[config.mk]
export PLATFORM = sky130hd
export DESIGN_NAME = windowed_flow_threshold_monitor_top
export DESIGN_NICKNAME = d
export VERILOG_FILES = /design/src/sv/wftm_pkg.sv /design/src/sv/wftm_ram.sv /design/src/sv/wftm_ctrl.sv /design/src/sv/wftm_dp.sv /design/src/sv/windowed_flow_threshold_monitor_top.sv
export SDC_FILE = /design/constraint.sdc
export NUM_CORES = 1
export LEC_CHECK = 0
export BUFFER_PORTS_ARGS = -buffer_cell sky130_fd_sc_hd__buf_2
export CORE_MARGIN = 2
export CORE_UTILIZATION = 40
export DETAILED_ROUTE_END_ITERATION = 8
export GPL_TIMING_DRIVEN = 0
export PLACE_DENSITY = 0.66
export RECOVER_POWER = 25
export SLEW_MARGIN = 20
export SYNTH_ARGS = -nofsm -noshare
export SYNTH_HDL_FRONTEND = slang
export SYNTH_SLANG_ARGS = --single-unit
[constraint.sdc]
create_clock -name clock -period 13.7 [get_ports clock]
set_clock_uncertainty 0.15 [all_clocks]
set_input_delay 1.37 -clock clock [delete_from_list [all_inputs] [get_ports clock]]
set_output_delay 1.37 -clock clock [all_outputs]
set_load 0.01 [all_outputs]
[src/sv/wftm_pkg.sv]
package wftm_pkg;

   // Ring geometry.
   localparam int SLOTS = 4;
   localparam int PTR_W = (SLOTS > 1) ? $clog2(SLOTS) : 1;
   localparam int CNT_W = $clog2(SLOTS + 1);

   // Field widths.
   localparam int CNT_DATA_W = 32;
   localparam int SLOT_W = 2 * CNT_DATA_W;
   localparam int REQ_DATA_W = 64;
   localparam int RSP_DATA_W = 72;
   localparam int CSR_ADDR_W = 3;
   localparam int CSR_DATA_W = 32;

   localparam logic [CNT_DATA_W-1:0] MIN_WINDOW_MS = 32'd3000;

   // Configuration register indexes.
   typedef enum logic [CSR_ADDR_W-1:0] {
      CSR_PACKET_THRESHOLD = 3'd0,
      CSR_BYTE_THRESHOLD   = 3'd1,
      CSR_USE_PACKETS      = 3'd2,
      CSR_USE_BYTES        = 3'd3,
      CSR_AT_OR_ABOVE      = 3'd4,
      CSR_AT_OR_BELOW      = 3'd5,
      CSR_WINDOW_MS        = 3'd6
   } csr_index_type;

   // Controller states.
   typedef enum logic [3:0] {
      ST_IDLE   = 4'b0001,
      ST_UPDATE = 4'b0010,
      ST_SUM    = 4'b0100,
      ST_EVAL   = 4'b1000
   } state_type;

   // Commands from the controller to the datapath.
   typedef struct packed {
      logic load_in;
      logic update;
      logic sum_step;
      logic eval_load;
   } cmd_type;

   // Status from the datapath to the controller.
   typedef struct packed {
      logic sum_done;
      logic out_busy;
   } stat_type;

endpackage

[src/sv/wftm_ram.sv]
module wftm_ram #(
   parameter int WIDTH = 64,
   parameter int DEPTH = 4
) (
   input  logic                                       clock,
   input  logic                                       we,
   input  logic [((DEPTH > 1) ? $clog2(DEPTH) : 1)-1:0] waddr,
   input  logic [WIDTH-1:0]                           wdata,
   input  logic                                       re,
   input  logic [((DEPTH > 1) ? $clog2(DEPTH) : 1)-1:0] raddr,
   output logic [WIDTH-1:0]                           rdata
);

   logic [WIDTH-1:0] mem_ff [DEPTH];
   logic [WIDTH-1:0] rdata_ff;

   // One write port, one registered read port.
   always_ff @(posedge clock) begin
      if (we) begin
         mem_ff[waddr] <= wdata;
      end
      if (re) begin
         rdata_ff <= mem_ff[raddr];
      end
   end

   assign rdata = rdata_ff;

endmodule

[src/sv/wftm_ctrl.sv]
module wftm_ctrl (
   input  logic               clock,
   input  logic               reset,
   input  logic               req_tvalid,
   output logic               req_tready,
   input  wftm_pkg::stat_type stat,
   output wftm_pkg::cmd_type  cmd
);

   wftm_pkg::state_type state_ff, state_in;

   // Sequencer: take a word, update the ring, sum it, then publish the result.
   always_comb begin
      state_in = state_ff;
      cmd = '0;
      case (state_ff)
         wftm_pkg::ST_IDLE: begin
            if (req_tvalid) begin
               cmd.load_in = 1'b1;
               state_in = wftm_pkg::ST_UPDATE;
            end
         end
         wftm_pkg::ST_UPDATE: begin
            cmd.update = 1'b1;
            state_in = wftm_pkg::ST_SUM;
         end
         wftm_pkg::ST_SUM: begin
            if (stat.sum_done) begin
               state_in = wftm_pkg::ST_EVAL;
            end else begin
               cmd.sum_step = 1'b1;
            end
         end
         wftm_pkg::ST_EVAL: begin
            if (!stat.out_busy) begin
               cmd.eval_load = 1'b1;
               state_in = wftm_pkg::ST_IDLE;
            end
         end
         default: begin
            state_in = wftm_pkg::ST_IDLE;
         end
      endcase
   end

   always_ff @(posedge clock) begin
      if (reset) begin
         state_ff <= wftm_pkg::ST_IDLE;
      end else begin
         state_ff <= state_in;
      end
   end

   assign req_tready = (state_ff == wftm_pkg::ST_IDLE);

endmodule

[src/sv/wftm_dp.sv]
module wftm_dp (
   input  logic                                  clock,
   input  logic                                  reset,
   input  wftm_pkg::cmd_type                     cmd,
   output wftm_pkg::stat_type                    stat,
   input  logic [wftm_pkg::REQ_DATA_W-1:0]       req_tdata,
   input  logic                                  req_tuser,
   output logic                                  rsp_tvalid,
   input  logic                                  rsp_tready,
   output logic [wftm_pkg::RSP_DATA_W-1:0]       rsp_tdata,
   input  logic                                  csr_we,
   input  logic [wftm_pkg::CSR_ADDR_W-1:0]       csr_addr,
   input  logic [wftm_pkg::CSR_DATA_W-1:0]       csr_wdata
);

   localparam int W = wftm_pkg::CNT_DATA_W;

   // Configuration registers.
   logic [W-1:0] packet_threshold_ff, byte_threshold_ff, window_ms_ff;
   logic         use_packets_ff, use_bytes_ff, at_or_above_ff, at_or_below_ff;

   // Captured input word.
   logic [W-1:0] pk_ff, by_ff;
   logic         ok_ff;

   // Tick state.
   logic [W-1:0]                 prev_packets_ff, prev_bytes_ff;
   logic                         baseline_ff, wrapped_ff, skipped_ff;
   logic [wftm_pkg::PTR_W-1:0]   ptr_ff;

   // Window summation.
   logic [wftm_pkg::CNT_W-1:0]   idx_ff, count;
   logic                         pend_ff, issue;
   logic [W-1:0]                 acc_p_ff, acc_b_ff;
   logic [wftm_pkg::SLOT_W-1:0]  rd_data, wr_data;
   logic                         wr_en, dec;

   // Result register.
   logic                         rsp_valid_ff;
   logic [wftm_pkg::RSP_DATA_W-1:0] rsp_data_ff;
   logic                         bad, fire, hit_p, hit_b;

   // Configuration writes; unknown indexes are dropped.
   always_ff @(posedge clock) begin
      if (reset) begin
         packet_threshold_ff <= '0;
         byte_threshold_ff   <= '0;
         use_packets_ff      <= 1'b0;
         use_bytes_ff        <= 1'b0;
         at_or_above_ff      <= 1'b0;
         at_or_below_ff      <= 1'b0;
         window_ms_ff        <= wftm_pkg::MIN_WINDOW_MS;
      end else if (csr_we) begin
         case (csr_addr)
            wftm_pkg::CSR_PACKET_THRESHOLD: packet_threshold_ff <= csr_wdata;
            wftm_pkg::CSR_BYTE_THRESHOLD:   byte_threshold_ff <= csr_wdata;
            wftm_pkg::CSR_USE_PACKETS:      use_packets_ff <= csr_wdata[0];
            wftm_pkg::CSR_USE_BYTES:        use_bytes_ff <= csr_wdata[0];
            wftm_pkg::CSR_AT_OR_ABOVE:      at_or_above_ff <= csr_wdata[0];
            wftm_pkg::CSR_AT_OR_BELOW:      at_or_below_ff <= csr_wdata[0];
            wftm_pkg::CSR_WINDOW_MS:        window_ms_ff <= csr_wdata;
            default: begin
            end
         endcase
      end
   end

   // Input capture.
   always_ff @(posedge clock) begin
      if (cmd.load_in) begin
         pk_ff <= req_tdata[W-1:0];
         by_ff <= req_tdata[2*W-1:W];
         ok_ff <= req_tuser;
      end
   end

   // A counter that is tested and went backwards voids the tick.
   assign dec = (use_packets_ff && (prev_packets_ff > pk_ff)) ||
                (use_bytes_ff && (prev_bytes_ff > by_ff));

   assign wr_en   = cmd.update && ok_ff && baseline_ff;
   assign wr_data = dec ? '0 : {by_ff - prev_bytes_ff, pk_ff - prev_packets_ff};

   // Baseline, previous counters, ring pointer and wrap flag.
   always_ff @(posedge clock) begin
      if (reset) begin
         prev_packets_ff <= '0;
         prev_bytes_ff   <= '0;
         baseline_ff     <= 1'b0;
         ptr_ff          <= '0;
         wrapped_ff      <= 1'b0;
         skipped_ff      <= 1'b1;
      end else if (cmd.update) begin
         skipped_ff <= 1'b1;
         if (ok_ff) begin
            prev_packets_ff <= pk_ff;
            prev_bytes_ff   <= by_ff;
            baseline_ff     <= 1'b1;
            if (baseline_ff && !dec) begin
               skipped_ff <= 1'b0;
               if (ptr_ff == wftm_pkg::PTR_W'(wftm_pkg::SLOTS - 1)) begin
                  ptr_ff     <= '0;
                  wrapped_ff <= 1'b1;
               end else begin
                  ptr_ff <= ptr_ff + 1'b1;
               end
            end
         end
      end
   end

   // Slot storage: packet delta in the low half, byte delta in the high half.
   wftm_ram #(
      .WIDTH (wftm_pkg::SLOT_W),
      .DEPTH (wftm_pkg::SLOTS)
   ) u_slots (
      .clock (clock),
      .we    (wr_en),
      .waddr (ptr_ff),
      .wdata (wr_data),
      .re    (issue),
      .raddr (idx_ff[wftm_pkg::PTR_W-1:0]),
      .rdata (rd_data)
   );

   // Slots summed: all once wrapped, else those below the pointer.
   assign count = wrapped_ff ? wftm_pkg::CNT_W'(wftm_pkg::SLOTS)
                             : wftm_pkg::CNT_W'(ptr_ff);
   assign issue = cmd.sum_step && (idx_ff < count);

   // One slot read per cycle, accumulated in the cycle after its read.
   always_ff @(posedge clock) begin
      if (reset) begin
         idx_ff  <= '0;
         pend_ff <= 1'b0;
      end else if (cmd.update) begin
         idx_ff  <= '0;
         pend_ff <= 1'b0;
      end else begin
         pend_ff <= issue;
         if (issue) begin
            idx_ff <= idx_ff + 1'b1;
         end
      end
   end

   always_ff @(posedge clock) begin
      if (cmd.update) begin
         acc_p_ff <= '0;
         acc_b_ff <= '0;
      end else if (pend_ff) begin
         acc_p_ff <= acc_p_ff + rd_data[W-1:0];
         acc_b_ff <= acc_b_ff + rd_data[2*W-1:W];
      end
   end

   assign stat.sum_done = (idx_ff >= count) && !pend_ff;
   assign stat.out_busy = rsp_valid_ff && !rsp_tready;

   // Threshold tests on the finished sums.
   assign bad = !(use_packets_ff || use_bytes_ff) ||
                !(at_or_above_ff ^ at_or_below_ff) ||
                (window_ms_ff < wftm_pkg::MIN_WINDOW_MS);
   assign hit_p = (at_or_above_ff && (acc_p_ff >= packet_threshold_ff)) ||
                  (at_or_below_ff && wrapped_ff && (acc_p_ff <= packet_threshold_ff));
   assign hit_b = (at_or_above_ff && (acc_b_ff >= byte_threshold_ff)) ||
                  (at_or_below_ff && wrapped_ff && (acc_b_ff <= byte_threshold_ff));
   assign fire  = !skipped_ff && !bad &&
                  ((use_packets_ff && hit_p) || (use_bytes_ff && hit_b));

   // Output register holds the word until the receiver takes it.
   always_ff @(posedge clock) begin
      if (reset) begin
         rsp_valid_ff <= 1'b0;
      end else if (cmd.eval_load) begin
         rsp_valid_ff <= 1'b1;
      end else if (rsp_tready) begin
         rsp_valid_ff <= 1'b0;
      end
   end

   always_ff @(posedge clock) begin
      if (cmd.eval_load) begin
         rsp_data_ff <= {4'b0000, skipped_ff, bad, wrapped_ff, acc_b_ff, acc_p_ff, fire};
      end
   end

   assign rsp_tvalid = rsp_valid_ff;
   assign rsp_tdata  = rsp_data_ff;

endmodule

[src/sv/windowed_flow_threshold_monitor_top.sv]
// Windowed flow threshold monitor.
// The req channel brings one word per tick: the cumulative packet and byte
// counters of one flow in tdata and the read-succeeded flag in tuser. For each
// word the rsp channel returns exactly one word with the fire flag, the
// packet and byte sums over the window, the window-full, bad-settings and
// tick-skipped flags. The csr port writes the thresholds, test enables, mode
// bits and window length; write it only while no word is in flight.
// One word is worked on at a time. It is captured at acceptance, then the ring
// is updated, the slots are summed through the single read port of the slot
// memory, and the result is evaluated. The next word is taken as soon as the
// previous result is loaded into the output register.
// If the receiver stalls, the result waits in the output register; a new word
// is taken and summed meanwhile, and waits to evaluate until that register is free.
// Synchronous reset clears the baseline, ring pointer and wrap flag and loads
// the register defaults; the slot memory needs no clearing.
module windowed_flow_threshold_monitor_top (
   input  logic                                  clock,
   input  logic                                  reset,
   input  logic                                  req_tvalid,
   output logic                                  req_tready,
   // Fields from bit 0: packet_total[31:0], byte_total[63:32].
   input  logic [wftm_pkg::REQ_DATA_W-1:0]       req_tdata,
   // Fields from bit 0: read_ok.
   input  logic                                  req_tuser,
   output logic                                  rsp_tvalid,
   input  logic                                  rsp_tready,
   // Fields from bit 0: fire[0], window_packets[32:1], window_bytes[64:33],
   // window_full[65], settings_bad[66], tick_skipped[67], zero fill above.
   output logic [wftm_pkg::RSP_DATA_W-1:0]       rsp_tdata,
   input  logic                                  csr_we,
   input  logic [wftm_pkg::CSR_ADDR_W-1:0]       csr_addr,
   input  logic [wftm_pkg::CSR_DATA_W-1:0]       csr_wdata
);

   wftm_pkg::cmd_type  cmd;
   wftm_pkg::stat_type stat;

   wftm_ctrl u_ctrl (
      .clock      (clock),
      .reset      (reset),
      .req_tvalid (req_tvalid),
      .req_tready (req_tready),
      .stat       (stat),
      .cmd        (cmd)
   );

   wftm_dp u_dp (
      .clock      (clock),
      .reset      (reset),
      .cmd        (cmd),
      .stat       (stat),
      .req_tdata  (req_tdata),
      .req_tuser  (req_tuser),
      .rsp_tvalid (rsp_tvalid),
      .rsp_tready (rsp_tready),
      .rsp_tdata  (rsp_tdata),
      .csr_we     (csr_we),
      .csr_addr   (csr_addr),
      .csr_wdata  (csr_wdata)
   );

endmodule

# Word-level counts from Yosys, hierarchy flattened
# Memories as Yosys holds them, arrays and structs flattened. A register that Yosys moved wholly into a read port is not among the register bits.
# Index checks and enable logic that the tools add are counted.
# W data, S select, Z words.
[totals]
wordCells = 119
memories = 1
output_inout_bits = 74
inputBits = 105
register_bits = 375
mem_bits_rw = 256
[classes]
bitwise = 1
add_sub_neg = 6
n_reduce_logical = 45
eq_ne = 14
muxes = 20
magnitude_cmp = 9
[memory_table]
columns = ["name", "depth", "word_bits", "read_ports", "rd_ports_with_merged_regs", "wr", "line_no", "text"]
rows = [
  ["u_dp.u_slots.mem_ff", 4, 64, 1, 1, 1, "wftm_ram.sv:14", "logic [WIDTH-1:0] mem_ff [DEPTH];"],
]
[op_table]
columns = ["op", "n"]
rows = [
  ["$add A32 B32 Y32", 2],
  ["$ge A32 B32 Y1", 2],
  ["$gt A32 B32 Y1", 2],
  ["$le A32 B32 Y1", 2],
  ["$mux W64", 1],
  ["$sub A32 B32 Y32", 2],
  ["$lt A32 B12 Y1 const B", 1],
  ["$logic_and A1 B1 Y1", 17],
  ["$pmux W4 S4", 1],
  ["$reduce_and A2 Y1", 8],
  ["$mux W1", 13],
  ["$mux W4", 3],
  ["$eq A3 B3 Y1 const B", 3],
  ["$logic_not A1 Y1", 7],
  ["$logic_or A1 B1 Y1", 7],
  ["$eq A3 B2 Y1 const B", 2],
  ["$ne A2 B2 Y1 const B", 3],
  ["$reduce_and A3 Y1", 2],
  ["$eq A4 B1 Y1 const B", 1],
  ["$eq A4 B2 Y1 const B", 1],
  ["$eq A4 B3 Y1 const B", 1],
  ["$eq A4 B4 Y1 const B", 1],
  ["$reduce_and A4 Y1", 1],
  ["$add A3 B1 Y3 const B", 1],
  ["other kinds (11)", 11],
]

# Depth between registers and ports, before layout
[logic_depth]
word_depth = 7
depth_mapped = 14
mapped_depth_nobuf = 13

# By module
# A second synthesis with hierarchy kept.
[hier_totals]
hier_cells = 2791
hier_area_um2 = 32322.2
[modules_own_cells]
columns = ["mod", "area_per_inst_um2", "seq_area_each_um2", "cells_each", "instances"]
rows = [
  ["wftm_dp", 20832.5, 8698.3, 2364, 1],
  ["wftm_ram", 11263.3, 9609.2, 402, 1],
  ["wftm_ctrl", 226.5, 80.1, 25, 1],
]

# Worst setup path before layout
# Ideal clock, no wire load.
[synth_path]
kind = "flip-flop to flip-flop"
start = "reg u_dp.idx_ff[0] in the netlist's numbering"
end = "reg u_dp.idx_ff[2] in the netlist's numbering"
setup_time_ns = 0.078
path_stages_with_launch = 13
arrival_time_ns = 7.936
period_less_slack_ns = 8.164
slack_ns = 5.536
path_buffers = 2
required_ns = 13.472
cell_sequence = "dfxtp_1 > buf_1 > buf_1 > inv_1 > ha_1 > nand2b_1 > a21o_1 > a21oi_1 > o211ai_1 > nor3b_1 > nand2_1 > xor2_1 > nor3_1"
[synth_via]
elab_chain_len = 5
elab_cells_between_ends = 7
cone_classes = "1 x add/sub; 2 x order compare; 2 x mux; 2 x reduce/logical"
[synth_lines]
columns = ["item", "line_no", "text"]
rows = [
  ["start, declared", "wftm_dp.sv:32", "logic [wftm_pkg::CNT_W-1:0] idx_ff, count;"],
  ["start signal, assigned", "wftm_dp.sv:142", "idx_ff <= idx_ff + 1'b1;"],
  ["$ge A3 B3 Y1", "wftm_dp.sv:157", "assign stat.sum_done = (idx_ff >= count) && !pend_ff;"],
  ["$logic_and A1 B1 Y1", "wftm_dp.sv:157", ""],
  ["$mux W1", "wftm_ctrl.sv:28", "if (stat.sum_done) begin"],
  ["$mux W1", "wftm_ctrl.sv:16", "case (state_ff)"],
  ["$logic_and A1 B1 Y1 (*)", "wftm_dp.sv:129", "assign issue = cmd.sum_step && (idx_ff < count);"],
  ["net u_dp.issue", "wftm_dp.sv:33", "logic pend_ff, issue;"],
]
# Mark *: on every way through the listed nets, which the timed path passes. The rest lies on a longest branch.
# A chain may end at the register's enable or synchronous reset.

==> tab_implementation.tex <==
\begin{tabular}{lr}
\hline
Metric & Value \\
\hline
\multicolumn{2}{l}{\textbf{Outcome}} \\
\quad Run status & finished, violations left \\
\quad Violated checks & max-capacitance violations, max-slew violations \\
\multicolumn{2}{l}{\textbf{Global route}} \\
\quad Initial antenna violation count & 0 \\
\quad Gr usage total & 0.1863 \\
\quad Congestion Overflow GR & 0 \\
\quad Vias in the first global route & 20712 \\
\quad Pin count of the biggest net entering global routing & 49 \\
\quad Wire length of the first global-routing pass & 118200 µm \\
\multicolumn{2}{l}{\textbf{CTS}} \\
\quad Number of sinks driven by the clock tree & 692 \\
\quad Number of hold buffers added after cts & 0 \\
\quad Clock-pin slew on the worst setup and hold paths & 60 ps \\
\quad Clock Latency Late Sink & 620 ps \\
\quad Post-CTS sizing & 0 \\
\quad CTS H-tree lvls & 3 \\
\quad Clock tree from TritonCTS & yes \\
\quad Clock root cell & sky130\_fd\_sc\_hd\_\_clkbuf\_16 \\
\quad Setup fix buffers added after clock tree synthesis & 0 \\
\quad Number of CTS-inserted buffers & 72 \\
\quad Largest buffer count on any clock path & 3 \\
\multicolumn{2}{l}{\textbf{Die}} \\
\quad Die Wd & 287.9 µm \\
\quad Initial Util & 0.4023 \\
\quad Area of the die & 82900 µm² \\
\quad Die outline height & 287.9 µm \\
\quad Placement Rows & 104 \\
\quad Area of the placeable core & 80160 µm² \\
\quad IO Pins & 179 \\
\multicolumn{2}{l}{\textbf{Logic synthesis}} \\
\quad Post-synthesis mux area share & 0.05510 \\
\quad Main combinational cell family by area after synthesis & compound AO/OA/AOI/OAI gates \\
\quad Warning count from the yosys run & 0 \\
\quad Post-Synthesis Mean Instance Area & 11.52 µm² \\
\quad Synthesized-area fraction occupied by ao, oa, aoi and oai cells & 0.1237 \\
\quad Synthesized netlist cell count & 2800 \\
\quad Number of different library cells in the post-synthesis netlist & 84 \\
\quad Most used DFF post-synth & sky130\_fd\_sc\_hd\_\_edfxtp\_1 \\
\quad Simple-gate share of the synthesized area & 0.1097 \\
\quad Proportion of register bits with asynchronous set or reset after synthesis & 0 \\
\quad Fraction of the yosys area taken by sequential cells & 0.5703 \\
\quad Number of enable flip-flop cells after synthesis & 453 \\
\quad Post-synthesis cell area & 32240 µm² \\
\quad Register bit total from synthesis & 692 \\
\quad Adder-Cell Fraction of Synth Area & 0.07931 \\
\quad Synth Area in XOR/XNOR & 0.02825 \\
\multicolumn{2}{l}{\textbf{Routing}} \\
\quad Routed WL per cell & 18.61 µm \\
\quad DRC violations left & 0 \\
\quad Total number of vias & 21567 \\
\quad Initial DRT Pass Iterations & 5 \\
\quad Detailed Route WL & 77840 µm \\
\quad Count of antenna-violating nets left after detailed routing & 0 \\
\quad DRC violation total after the first TritonRoute iteration & 1403 \\
\quad Via count normalized by instance count & 5.156 \\
\multicolumn{2}{l}{\textbf{Power and ir drop}} \\
\quad Register share of total power & 0.497 \\
\quad Leakage power & 13.40 nW \\
\quad Share of total power in the clock network & 0.442 \\
\quad Cell Pwr Density & 124.1 nW/µm² \\
\quad Net switching fraction of the power & 0.2240 \\
\quad Net switching component of the power & 1.031 mW \\
\quad Relative contribution of combinational cells to total power & 0.062 \\
\quad Overall power consumption & 4.604 mW \\
\quad VDD IR max & 0.00007491 V \\
\quad Power Internal & 3.573 mW \\
\multicolumn{2}{l}{\textbf{Worst setup path}} \\
\quad Critical path data required time & 13850 ps \\
\quad Largest driver fanout on the critical path & 25 \\
\quad Crit path arrival time & 4870 ps \\
\quad Sort of element at the end of the critical path & flop \\
\quad Type of origin of the critical path & input port \\
\quad Type of the worst setup path & in2reg \\
\multicolumn{2}{l}{\textbf{Timing}} \\
\quad Max Slew Vio Count & 23 \\
\quad Setup violators final & 0 \\
\quad Fin Setup TNS & 0 ps \\
\quad Final hold violations & 0 \\
\quad FMAX & 211.9 MHz \\
\quad Pin slew with the least headroom to its limit & 2148 ps \\
\quad Min Hold Slack & 302.8 ps \\
\quad Final worst path period share & 0.3444 \\
\quad Worst relative slew slack & -0.4347 \\
\quad RSZ-0062 raised after global routing & false \\
\quad Minimum clock period after layout & 4719 ps \\
\quad Post-route setup slack & 8981 ps \\
\multicolumn{2}{l}{\textbf{Min path}} \\
\quad Min-Delay Path Class & reg2reg \\
\multicolumn{2}{l}{\textbf{Cells and area}} \\
\quad Final Util & 0.4626 \\
\quad Commonest non-fill, non-tap cell in the layout & sky130\_fd\_sc\_hd\_\_edfxtp\_1 \\
\quad Filler cell count in the final layout & 7451 \\
\quad Register containing the most flip-flops in the final layout & u\_dp.u\_slots.mem\_ff \\
\quad Number of nets in the layout & 3372 \\
\quad Fraction of layout cells with a size suffix above 1 & 0.1195 \\
\quad Area Overhead vs Synth & 15.01\% \\
\quad Number of flip-flops under the largest register name & 256 \\
\quad Commonest non-fill, non-tap cells in the layout & sky130\_fd\_sc\_hd\_\_edfxtp\_1, sky130\_fd\_sc\_hd\_\_nand2\_1, sky130\_fd\_sc\_hd\_\_a21oi\_1, sky130\_fd\_sc\_hd\_\_dfxtp\_1, sky130\_fd\_sc\_hd\_\_ha\_1 \\
\multicolumn{2}{l}{\textbf{Placed design}} \\
\quad Half-perimeter wire length after detailed placement & 58970 µm \\
\quad Pre-CTS setup slack & 8993 ps \\
\quad Placer's final routability congestion estimate & 0.9235 \\
\quad Number of input and output port buffers inserted & 174 \\
\multicolumn{2}{l}{\textbf{Run}} \\
\quad Reported max-cap violation count & 1 \\
\hline
\end{tabular}
[cell families (layout without fill, tap and decap cells)]
kind of cell	after synthesis	in the layout
buf+inv	272	591
fa+ha+maj	202	202
other cells	1	5
flops	692	692
simple gates	794	794
compound gates	638	638
mux	97	97
xor+xnor	104	104
[power groups by stage]
| stage | combinational, mW | sequential (mW) | clock, mW |
|---|---|---|---|
| after floorplan | 0.187 | 2.32 | 0 |
| after global placement | 0.277 | 2.33 | 0 |
| after detailed placement | 0.284 | 2.33 | 0 |
| after CTS | 0.285 | 2.29 | 2.08 |
| after global routing | 0.316 | 2.29 | 2.16 |
| final | 0.283 | 2.29 | 2.03 |
[final cells by class]
cell class / count / area (µm²) / area share
inverter: 170 / 639.4 / 0.01724
clock inverter: 40 / 499.2 / 0.01346
sequential: 692 / 18390 / 0.4958
clock buffer: 91 / 1977 / 0.05331
tap: 1060 / 1326 / 0.03576
antenna: 1 / 2.502 / 0.00006748
timing repair buffer: 188 / 1003 / 0.02706
buffer: 102 / 446.7 / 0.01204
multi-input combinational: 1839 / 12800 / 0.3452
[critical path, stage by stage]
cell and delay, ps:
sky130_fd_sc_hd__buf_2 70, sky130_fd_sc_hd__nand2b_1 300, sky130_fd_sc_hd__nor2b_1 1650, sky130_fd_sc_hd__clkbuf_1 1160, sky130_fd_sc_hd__buf_12 290
[synthesized netlist by cell type (all sizes together) (5+ instances only)]
master    n  share of area
nor2b    24         0.0047
a211o     7         0.0019
o211ai   12         0.0029
nor4b     7         0.0021
or3      11         0.0023
nor3b     6         0.0014
o31ai    11         0.0026
nand2b   14         0.0027
nor2    183          0.021
inv     169          0.020
nand3b    9         0.0021
a31oi    19         0.0043
or2      12         0.0024
a21o     94          0.022
a21oi   280          0.044
and3     20         0.0039
mux2i    32         0.0099
ha      198          0.077
clkbuf   76         0.0088
a21boi    5         0.0012
o21ai    87          0.014
nor3     31         0.0050
and2      8         0.0016
buf      26         0.0050
dfxtp   239           0.15
xor2     41          0.011
o21a     30         0.0070
nor4      7         0.0014
xnor2    63          0.017
a211oi   28         0.0068
nand2   390          0.045
o21bai   19         0.0044
edfxtp  453           0.42
nand3    35         0.0056
mux4     64          0.045
nand4    28         0.0054
[per-layer routing]
| metal | vias up | part of all wire | track usage |
|---|---|---|---|
| met5 | - | 0 | 0 |
| met4 | 0 | 0.031 | 0.06373 |
| met3 | 125 | 0.060 | 0.02995 |
| met2 | 601 | 0.46 | 0.3008 |
| met1 | 10142 | 0.45 | 0.2552 |
| li1 | 10699 | - | - |
[worst paths after layout]
kind	start	to	slack, ps	cells past startpoint
min reg2reg	u_dp.prev_packets_ff[14]	u_dp.prev_packets_ff[14]	300	2
min	u_dp.prev_packets_ff[14]	u_dp.prev_packets_ff[14]	300	2
max	rsp_tready	u_dp.rsp_tdata[58]	8980	5
max reg2reg	u_dp.idx_ff[0]	u_dp.u_slots.rdata[52]	9090	12
[per-stage QoR]
stage | instance area (µm²) | instances
after global placement | 34450 | 4037
final | 37080 | 4183
after CTS | 37190 | 4182
after global routing | 37080 | 4182
after detailed placement | 34710 | 4051
after floorplan | 32260 | 2803
Note: power is estimated with default switching activity, not from simulation.
